File: src/rtl/ssmi_pkg.sv
// Shared types, constants and tables of the stepper sine microstep indexer.
package ssmi_pkg;

   localparam int unsigned SINE_STEPS = 16;
   localparam int unsigned INDEX_W    = 4;
   localparam int unsigned PHASE_W    = 2;
   localparam int unsigned SINE_W     = 8;
   localparam int unsigned PWM_W      = 10;
   localparam int unsigned PATTERN_W  = 4;

   localparam logic [PWM_W-1:0] PWM_MAX_RESET = 10'd255;

   typedef enum logic {
      OP_MICRO = 1'b0,
      OP_FULL  = 1'b1
   } opcode_type;

   // Item held between the step stage and the duty stage.
   typedef struct packed {
      logic                 full;
      logic [INDEX_W-1:0]   index;
      logic                 swap;
      logic [PATTERN_W-1:0] pattern;
   } step_type;

   // Quarter sine, entries 0 to 16.
   function automatic logic [SINE_W-1:0] quarter_sine(input logic [INDEX_W:0] k);
      logic [SINE_W-1:0] v;
      begin
         unique case (k)
            5'd0:    v = 8'd0;
            5'd1:    v = 8'd25;
            5'd2:    v = 8'd50;
            5'd3:    v = 8'd74;
            5'd4:    v = 8'd98;
            5'd5:    v = 8'd120;
            5'd6:    v = 8'd141;
            5'd7:    v = 8'd162;
            5'd8:    v = 8'd180;
            5'd9:    v = 8'd197;
            5'd10:   v = 8'd212;
            5'd11:   v = 8'd225;
            5'd12:   v = 8'd236;
            5'd13:   v = 8'd244;
            5'd14:   v = 8'd250;
            5'd15:   v = 8'd253;
            default: v = 8'd255;
         endcase
         return v;
      end
   endfunction

   // Coil drive levels per phase, bit 0 first in the sequence.
   function automatic logic [PATTERN_W-1:0] phase_pattern(input logic [PHASE_W-1:0] p);
      logic [PATTERN_W-1:0] v;
      begin
         unique case (p)
            2'd0:    v = 4'hA;
            2'd1:    v = 4'h6;
            2'd2:    v = 4'h5;
            default: v = 4'h9;
         endcase
         return v;
      end
   endfunction

endpackage

File: src/rtl/stepper_sine_microstep_indexer_core.sv
// Top level of the stepper sine microstep indexer.
//
//   channel  | direction | handshake            | payload
//   ---------+-----------+----------------------+----------------------------------------
//   req_     | in        | req_tvalid/tready    | tuser: opcode; tdata: reverse
//   rsp_     | out       | rsp_tvalid/tready    | tdata: coil_pattern, duty_a, duty_b
//   csr_     | in        | csr_valid/csr_ready  | csr_wdata: pwm_max
//
// One item per cycle while rsp_tready holds; each item passes stage_ff and the result register:
// a step stage updates index and phase, a duty stage does the two table multiplies.
// Reset is synchronous: index, phase and stored duties clear, pwm_max returns to 255.
// A stalled result holds in the output register; the step stage fills behind it and
// req_tready drops only when both stages hold items.
module stepper_sine_microstep_indexer_core (
   input  logic                       clock,
   input  logic                       reset,
   input  logic                       req_tvalid,
   output logic                       req_tready,
   input  logic [7:0]                 req_tdata,   // [0] reverse
   input  logic                       req_tuser,   // [0] opcode
   output logic                       rsp_tvalid,
   input  logic                       rsp_tready,
   output logic [23:0]                rsp_tdata,   // [3:0] coil_pattern, [13:4] duty_a,
                                                   // [23:14] duty_b
   input  logic                       csr_valid,
   output logic                       csr_ready,
   input  logic [ssmi_pkg::PWM_W-1:0] csr_wdata
);
   import ssmi_pkg::*;

   logic [PWM_W-1:0]     pwm_max_ff;
   logic [INDEX_W-1:0]   index_ff,  index_in;
   logic [PHASE_W-1:0]   phase_ff,  phase_in;
   logic                 stage_valid_ff;
   step_type             stage_ff,  stage_in;
   logic                 rsp_valid_ff;
   logic [PATTERN_W-1:0] rsp_pattern_ff;
   logic [PWM_W-1:0]     rsp_duty_a_ff, rsp_duty_a_in;
   logic [PWM_W-1:0]     rsp_duty_b_ff, rsp_duty_b_in;
   logic [PWM_W-1:0]     last_duty_a_ff;
   logic [PWM_W-1:0]     last_duty_b_ff;
   logic [PWM_W-1:0]     calc_duty_a;
   logic [PWM_W-1:0]     calc_duty_b;
   logic                 req_accept;
   logic                 out_advance;
   logic                 reverse;
   opcode_type           opcode;

   assign opcode      = opcode_type'(req_tuser);
   assign reverse     = req_tdata[0];
   assign out_advance = !rsp_valid_ff || rsp_tready;
   assign req_tready  = !stage_valid_ff || out_advance;
   assign req_accept  = req_tvalid && req_tready;
   assign csr_ready   = 1'b1;

   // Step stage: move index and phase for the accepted item.
   always_comb begin
      index_in         = index_ff;
      phase_in         = phase_ff;
      stage_in.full    = 1'b0;
      stage_in.index   = index_ff;
      stage_in.swap    = phase_ff[0];
      stage_in.pattern = phase_pattern(phase_ff);
      unique case (opcode)
         OP_FULL: begin
            stage_in.full = 1'b1;
            phase_in      = reverse ? phase_ff - 1'b1 : phase_ff + 1'b1;
         end
         OP_MICRO: begin
            // Carry or borrow out of the index moves the phase.
            if (reverse) begin
               index_in = index_ff - 1'b1;
               phase_in = (index_ff == '0) ? phase_ff - 1'b1 : phase_ff;
            end else begin
               index_in = index_ff + 1'b1;
               phase_in = (index_ff == '1) ? phase_ff + 1'b1 : phase_ff;
            end
            stage_in.index   = index_in;
            stage_in.swap    = phase_in[0];
            stage_in.pattern = phase_pattern(phase_in);
         end
         default: ;
      endcase
   end

   ssmi_duty u_duty (
      .index   (stage_ff.index),
      .swap    (stage_ff.swap),
      .pwm_max (pwm_max_ff),
      .duty_a  (calc_duty_a),
      .duty_b  (calc_duty_b)
   );

   // Full steps repeat the stored duties.
   assign rsp_duty_a_in = stage_ff.full ? last_duty_a_ff : calc_duty_a;
   assign rsp_duty_b_in = stage_ff.full ? last_duty_b_ff : calc_duty_b;

   always_ff @(posedge clock) begin
      if (reset) begin
         pwm_max_ff     <= PWM_MAX_RESET;
         index_ff       <= '0;
         phase_ff       <= '0;
         stage_valid_ff <= 1'b0;
         rsp_valid_ff   <= 1'b0;
         last_duty_a_ff <= '0;
         last_duty_b_ff <= '0;
      end else begin
         if (csr_valid && csr_ready) begin
            pwm_max_ff <= csr_wdata;
         end
         if (req_accept) begin
            index_ff <= index_in;
            phase_ff <= phase_in;
         end
         if (req_tready) begin
            stage_valid_ff <= req_tvalid;
         end
         if (out_advance) begin
            rsp_valid_ff <= stage_valid_ff;
            if (stage_valid_ff && !stage_ff.full) begin
               last_duty_a_ff <= calc_duty_a;
               last_duty_b_ff <= calc_duty_b;
            end
         end
      end
   end

   // Payload registers.
   always_ff @(posedge clock) begin
      if (req_accept) begin
         stage_ff <= stage_in;
      end
      if (out_advance && stage_valid_ff) begin
         rsp_pattern_ff <= stage_ff.pattern;
         rsp_duty_a_ff  <= rsp_duty_a_in;
         rsp_duty_b_ff  <= rsp_duty_b_in;
      end
   end

   assign rsp_tvalid = rsp_valid_ff;
   assign rsp_tdata  = {rsp_duty_b_ff, rsp_duty_a_ff, rsp_pattern_ff};

endmodule

File: src/rtl/ssmi_duty.sv
// Winding duty calculation: scaled quarter-sine pair with winding swap.
module ssmi_duty (
   input  logic [ssmi_pkg::INDEX_W-1:0] index,
   input  logic                         swap,
   input  logic [ssmi_pkg::PWM_W-1:0]   pwm_max,
   output logic [ssmi_pkg::PWM_W-1:0]   duty_a,
   output logic [ssmi_pkg::PWM_W-1:0]   duty_b
);
   import ssmi_pkg::*;

   localparam int unsigned PROD_W = SINE_W + PWM_W;

   logic [INDEX_W:0]    mirror_idx;
   logic [PROD_W-1:0]   prod_hi;
   logic [PROD_W-1:0]   prod_lo;
   logic [PWM_W-1:0]    scaled_hi;
   logic [PWM_W-1:0]    scaled_lo;

   assign mirror_idx = (INDEX_W+1)'(SINE_STEPS) - {1'b0, index};
   assign prod_hi    = PROD_W'(quarter_sine({1'b0, index})) * PROD_W'(pwm_max);
   assign prod_lo    = PROD_W'(quarter_sine(mirror_idx)) * PROD_W'(pwm_max);
   assign scaled_hi  = prod_hi[PROD_W-1:SINE_W];
   assign scaled_lo  = prod_lo[PROD_W-1:SINE_W];

   // Odd phases drive the cosine side on winding A.
   assign duty_a = swap ? scaled_lo : scaled_hi;
   assign duty_b = swap ? scaled_hi : scaled_lo;

endmodule

File: config.mk
export PLATFORM = sky130hd
export DESIGN_NAME = stepper_sine_microstep_indexer_core
export DESIGN_NICKNAME = d
export VERILOG_FILES = /design/src/rtl/ssmi_pkg.sv /design/src/rtl/stepper_sine_microstep_indexer_core.sv /design/src/rtl/ssmi_duty.sv
export SDC_FILE = /design/constraint.sdc
export NUM_CORES = 1
export LEC_CHECK = 0
export ABC_AREA = 1
export BUFFER_PORTS_ARGS = -buffer_cell sky130_fd_sc_hd__buf_2
export CAP_MARGIN = 20
export CORE_MARGIN = 2
export CORE_UTILIZATION = 40
export DETAILED_ROUTE_END_ITERATION = 12
export SLEW_MARGIN = 20
export SYNTH_ARGS = -nofsm -noshare
export SYNTH_HDL_FRONTEND = slang
export SYNTH_SLANG_ARGS = --single-unit
File: constraint.sdc
create_clock -name clock -period 6.3 [get_ports clock]
set_clock_uncertainty 0.1 [all_clocks]
set_input_delay 1.26 -clock clock [delete_from_list [all_inputs] [get_ports clock]]
set_output_delay 1.26 -clock clock [all_outputs]
set_load 0.01 [all_outputs]
==> flow_metrics.tcl, run 1 <==
set metrics [dict create \
    synth_top_area_share 0.2027 \
    num_vias 7921 \
    rsz0062_at_grt "no" \
    yosysUniqueCellTypes 47 \
    end_kind "flop" \
    die_w_um 157.2 \
    syn_area_um2 9383 \
    portBuffers 42 \
    status "finished clean" \
    gp_congestion 0.8777 \
    ys_ff_latch 80 \
    slew_viol_final 0 \
    worst_pin_slew_ns 0.9292 \
    gr-total-overflow 0 \
    synth_fp_nets 1479 \
    crit_arrival_ns 5.83 \
    drt.antenna.violating_nets 0 \
    hold_violations 0 \
    holdWs_ns 0.3224 \
    post_synth.cell_area_avg_um2 7.405 \
    fin_crit_sh 0.9283 \
    drtIter0Drc 378 \
    clockBufferDepth 2 \
    cpMostUsedCell "inv_1" \
    grt_max_degree 40 \
    slowest_delay_ns 0.56 \
    drc_errors 0 \
    ys_top_cells_by_area "fa_1 (20%), ha_1 (12%), nand2_1 (12%)" \
    tns_ns 0 \
    netlist_instances 1267 \
    cts_buffers 9 \
    relSlewSlack 0.3799 \
    synth_seq_area_share 0.2070 \
    path_class "flop to flop" \
    synth_common_cells "nand2_1 (288), inv_1 (279), fa_1 (95), nand3_1 (95), ha_1 (93)" \
    hold_buffers 0 \
    grt_antenna_before_repair 0 \
    fin_util 0.4461 \
    synth_edf_count 34 \
    yosys.area.top_type "fa_1" \
    maxCapViolations 0 \
    fmax_mhz 171.0 \
    final-setup-viol-count 0 \
    clockRootBuffer "clkbuf_16" \
    dieArea_um2 24700 \
    drt_wl_total_um 22500 \
    cp-start-kind "flop" \
    io_pins 51 \
    htree_num_levels 3 \
    hold_class "flop to flop" \
    dp_slack_ns 0.3410 \
    cp_max_fo 6 \
    synth_ff_type "dfxtp_1" \
    cts.sink_count 80 \
    hpwlAfterDp_um 18030 \
    core_area_um2 23260 \
    gr-usage-all-layers 0.1959 \
    synth_most_common_cell "nand2_1" \
    nets 1519 \
    grt_pass1_vias 8011 \
    row_count 56 \
    holdPathStages 0 \
    initial_core_util 0.4033 \
    layout-drive-gt1-share 0.09146 \
    vias_per_cell 4.857 \
    cts_tree "built" \
    area_growth_pct 10.59 \
    rr_worst_depth 28 \
    drt-wirelength-per-cell_um 13.79 \
    path_clk_slew_ns 0.06 \
    first_pass_iters 5 \
    grt_pass1_wl_um 38120 \
    antennaDiodeCount 0 \
    chipHeight_um 157.2 \
    yosysWarnings 0 \
    async_flop_share 0 \
    finalWorstSetupSlack_ns 0.4515 \
    clock_latency_ns 0.35 \
    cp_slowest_cell "fa_1" \
    required_ns 6.28 \
    min_period_ns 5.848 \
]
flip-flops by register name (all words and copies together), names as in the netlist, 4 cells and up, named ones only:
name            flops
index_ff            4
last_duty_a_ff     10
last_duty_b_ff     10
pwm_max_ff         10
rsp_duty_a_ff      10
rsp_duty_b_ff      10
rsp_pattern_ff      4
stage_ff           10
placed cells by master, fill, tap and decap left out, types with 2 or more instances in the layout:
cell type / n
nand2_1: 288
a21oi_1: 52
buf_4: 28
nand3b_1: 2
nor2_2: 3
inv_1: 279
nor4_1: 2
nand2_2: 11
o211ai_1: 3
fa_1: 95
buf_2: 42
nor2_1: 82
o21ai_0: 59
inv_2: 2
clkbuf_16: 10
clkinvlp_4: 2
o21ai_1: 12
nand2_4: 2
clkinv_1: 2
nor3_1: 3
edfxtp_1: 34
o21bai_1: 2
nand4_1: 5
nand3_2: 4
a21o_1: 3
a31oi_1: 14
nand3_1: 93
dfxtp_1: 46
xor2_1: 3
xnor2_1: 9
or2_2: 4
a221oi_1: 3
ha_1: 93
layer usage:
metal | track usage | routed length, µm | vias up
li1 | - | - | 4004
met4 | 0.06970 | 575 | 0
met2 | 0.3392 | 10850 | 154
met3 | 0.02643 | 915 | 36
met1 | 0.2509 | 10160 | 3727
met5 | 0 | 0 | -
what timing repair did:
action / CTS / global route
resized for setup: 0 / 6
setup buffers: 0 / 2
setup endpoints to repair: 0 / 6
hold endpoints to repair: 0 / 0
worst paths after layout:
path / from / endpoint / slack (ns)
setup reg to reg: stage_ff[5] / rsp_duty_b_ff[9] / 0.45
hold reg to reg: stage_ff[1] / rsp_pattern_ff[1] / 0.32
hold / removal: stage_ff[1] / rsp_pattern_ff[1] / 0.32
setup / recovery: stage_ff[5] / rsp_duty_b_ff[9] / 0.45
cell type report:
cell class	count	area [µm²]
fillers	2420	12890
multi-input cells	862	6228
clock inverters	5	62.56
flip-flops and latches	80	1942
inverters	284	1070
well taps	319	399.1
repair buffers	70	420.4
clock buffers	11	254.0
through the flow:
step | instances | cell area, µm²
floorplan | 1267 | 9383
global placement | 1613 | 10020
detailed placement | 1613 | 10020
CTS | 1629 | 10340
global route | 1631 | 10380
finish | 1631 | 10380
worst max-delay path: cells and delay by family, from the launching register on:
family | cells | cell delay [ns]
simple gates | 9 | 0.73
buf+inv | 7 | 0.71
compound gates | 6 | 1.05
fa+ha+maj | 6 | 2.67
flops | 1 | 0.34
cell families after synthesis:
group / synth area share
other: 0.0003997
AOI/OAI and AO/OA: 0.09735
adders and majority gates: 0.3267
and+or+nand+nor: 0.2244
buffers and inverters: 0.1312
xor gates and xnor gates: 0.01294
DFF: 0.2070
Power of run 1 is left out: the tool's default activity adds up to more than one toggle a clock period on the data nets, which glitch-free logic cannot reach.
==> run 2, diff against run 1 <==
- CTS_CLUSTER_SIZE: default -> 24
- MAX_ROUTING_LAYER: default -> met4
==> run 2 against run 1 <==
  * Register-to-register slack barely moved
  * Hold slack is essentially flat
  * Die area is the same
  * Cell area did not move
  * Maximum frequency about the same
  * Largest cell class unchanged
==> flow_metrics.tcl, run 2 (synthesis gave the netlist of run 1 again) <==
set metrics [dict create \
    path_class "flop to flop" \
    r2r_start "stage_ff[5]" \
    drt_wl_total_um 22480 \
    core_area_um2 23260 \
    status "finished clean" \
    required_ns 6.28 \
    fin_util 0.4461 \
    slew_viol_final 0 \
    critPathTopFamily "adder cells" \
    r2r-end "rsp_duty_b_ff[9]" \
    placed_area_um2 10020 \
    crit_arrival_ns 5.83 \
    final-setup-viol-count 0 \
    most-common-layout-cells "nand2_1 (288), inv_1 (279), fa_1 (95)" \
    drtIter0Drc 391 \
    final_common_cell "nand2_1" \
    nets 1519 \
    hold_path_end "rsp_pattern_ff[1]" \
    cts_tree "built" \
    clock_latency_ns 0.35 \
    grt_pass1_vias 8007 \
    finalWorstSetupSlack_ns 0.4488 \
    chipHeight_um 157.2 \
    worst_pin_slew_ns 0.9162 \
    cp_slowest_cell "fa_1" \
    relSlewSlack 0.3885 \
    grt_antenna_before_repair 0 \
    drt.antenna.violating_nets 0 \
    first_pass_iters 4 \
    path_clk_slew_ns 0.06 \
    hold_violations 0 \
    rr_worst_depth 28 \
    rsz0062_at_grt "no" \
    hpwlAfterDp_um 18030 \
    gp_congestion 0.8922 \
    fin_crit_sh 0.9288 \
    portBuffers 42 \
    hold_class "flop to flop" \
    dp_slack_ns 0.3410 \
    row_count 56 \
    slowest_delay_ns 0.56 \
    cp_num_cells 28 \
    drt-wirelength-per-cell_um 13.78 \
    end_kind "flop" \
    num_vias 7970 \
    cp-start-kind "flop" \
    drc_errors 0 \
    holdPathStages 0 \
    clockRootBuffer "clkbuf_16" \
    die_w_um 157.2 \
    hold_buffers 0 \
    htree_num_levels 3 \
    multi_input_area_um2 6228 \
    tns_ns 0 \
    cp.buffers_inverters 7 \
    grt_pass1_wl_um 38120 \
    io_pins 51 \
    clockBufferDepth 2 \
    dieArea_um2 24700 \
    fmax_mhz 170.9 \
    area_growth_pct 10.59 \
    rrSetupSlack_ns 0.45 \
    maxCapViolations 0 \
    min_period_ns 5.851 \
    cpMostUsedCell "inv_1" \
    grt_max_degree 40 \
    fin_area_um2 10380 \
    cts_buffers 9 \
    regArea_um2 1942 \
    antennaDiodeCount 0 \
    gr-total-overflow 0 \
    min_from "stage_ff[1]" \
    cts.sink_count 80 \
    gr-usage-all-layers 0.2018 \
    nFillCells 2420 \
    initial_core_util 0.4033 \
    layout-drive-gt1-share 0.09146 \
    cp_max_fo 6 \
    vias_per_cell 4.887 \
]
==> run 2: what timing repair did <==
action	in CTS	in global routing
endpoints found under the setup margin	0	6
resized for setup	0	6
setup buffers	0	2
==> run 2: worst register-to-register path: cells and delay by family (launching register included) <==
family                   cells  cell delay, ns
adder cells (fa/ha/maj)      6            2.67
AO/OA/AOI/OAI                6            1.06
AND/OR/NAND/NOR              9            0.72
buffers and inverters        7            0.71
flip-flops                   1            0.34
==> run 2: through the flow <==
stage / hold WS (ns) / std cells
floorplan: 0.3003 / 1267
global placement: 0.3027 / 1613
detailed placement: 0.3081 / 1613
CTS: 0.3231 / 1629
global route: 0.3383 / 1631
finish: 0.3222 / 1631
==> run 2: layer usage <==
layer / vias up / part of all wire / global-route usage / wire length, µm
met3: 35 / 0.037 / 0.02698 / 843
met1: 3790 / 0.45 / 0.2510 / 10210
met4: 0 / 0.026 / 0.06970 / 575
met5: - / 0 / - / 0
li1: 4008 / - / - / -
met2: 137 / 0.48 / 0.3392 / 10850
==> run 2: area by class of cell <==
cell class                      count  area share
Multi-Input combinational cell    862      0.6003
Sequential cell                    80      0.1871
Inverter                          284      0.1031
Timing Repair Buffer               70     0.04052
Tap cell                          319     0.03847
Clock buffer                       11     0.02448
Clock inverter                      5    0.006029
==> run 2: how the worst max path moves through the flow <==
stage / to / start
floorplan: rsp_duty_a_ff[9] / stage_ff[5]
global placement: rsp_duty_b_ff[9] / stage_ff[5]
detailed placement: rsp_duty_b_ff[9] / stage_ff[6]
CTS: rsp_duty_b_ff[9] / stage_ff[6]
global route: rsp_duty_b_ff[9] / stage_ff[5]
finish: rsp_duty_b_ff[9] / stage_ff[5]
Power of run 2 is left out for the same reason.
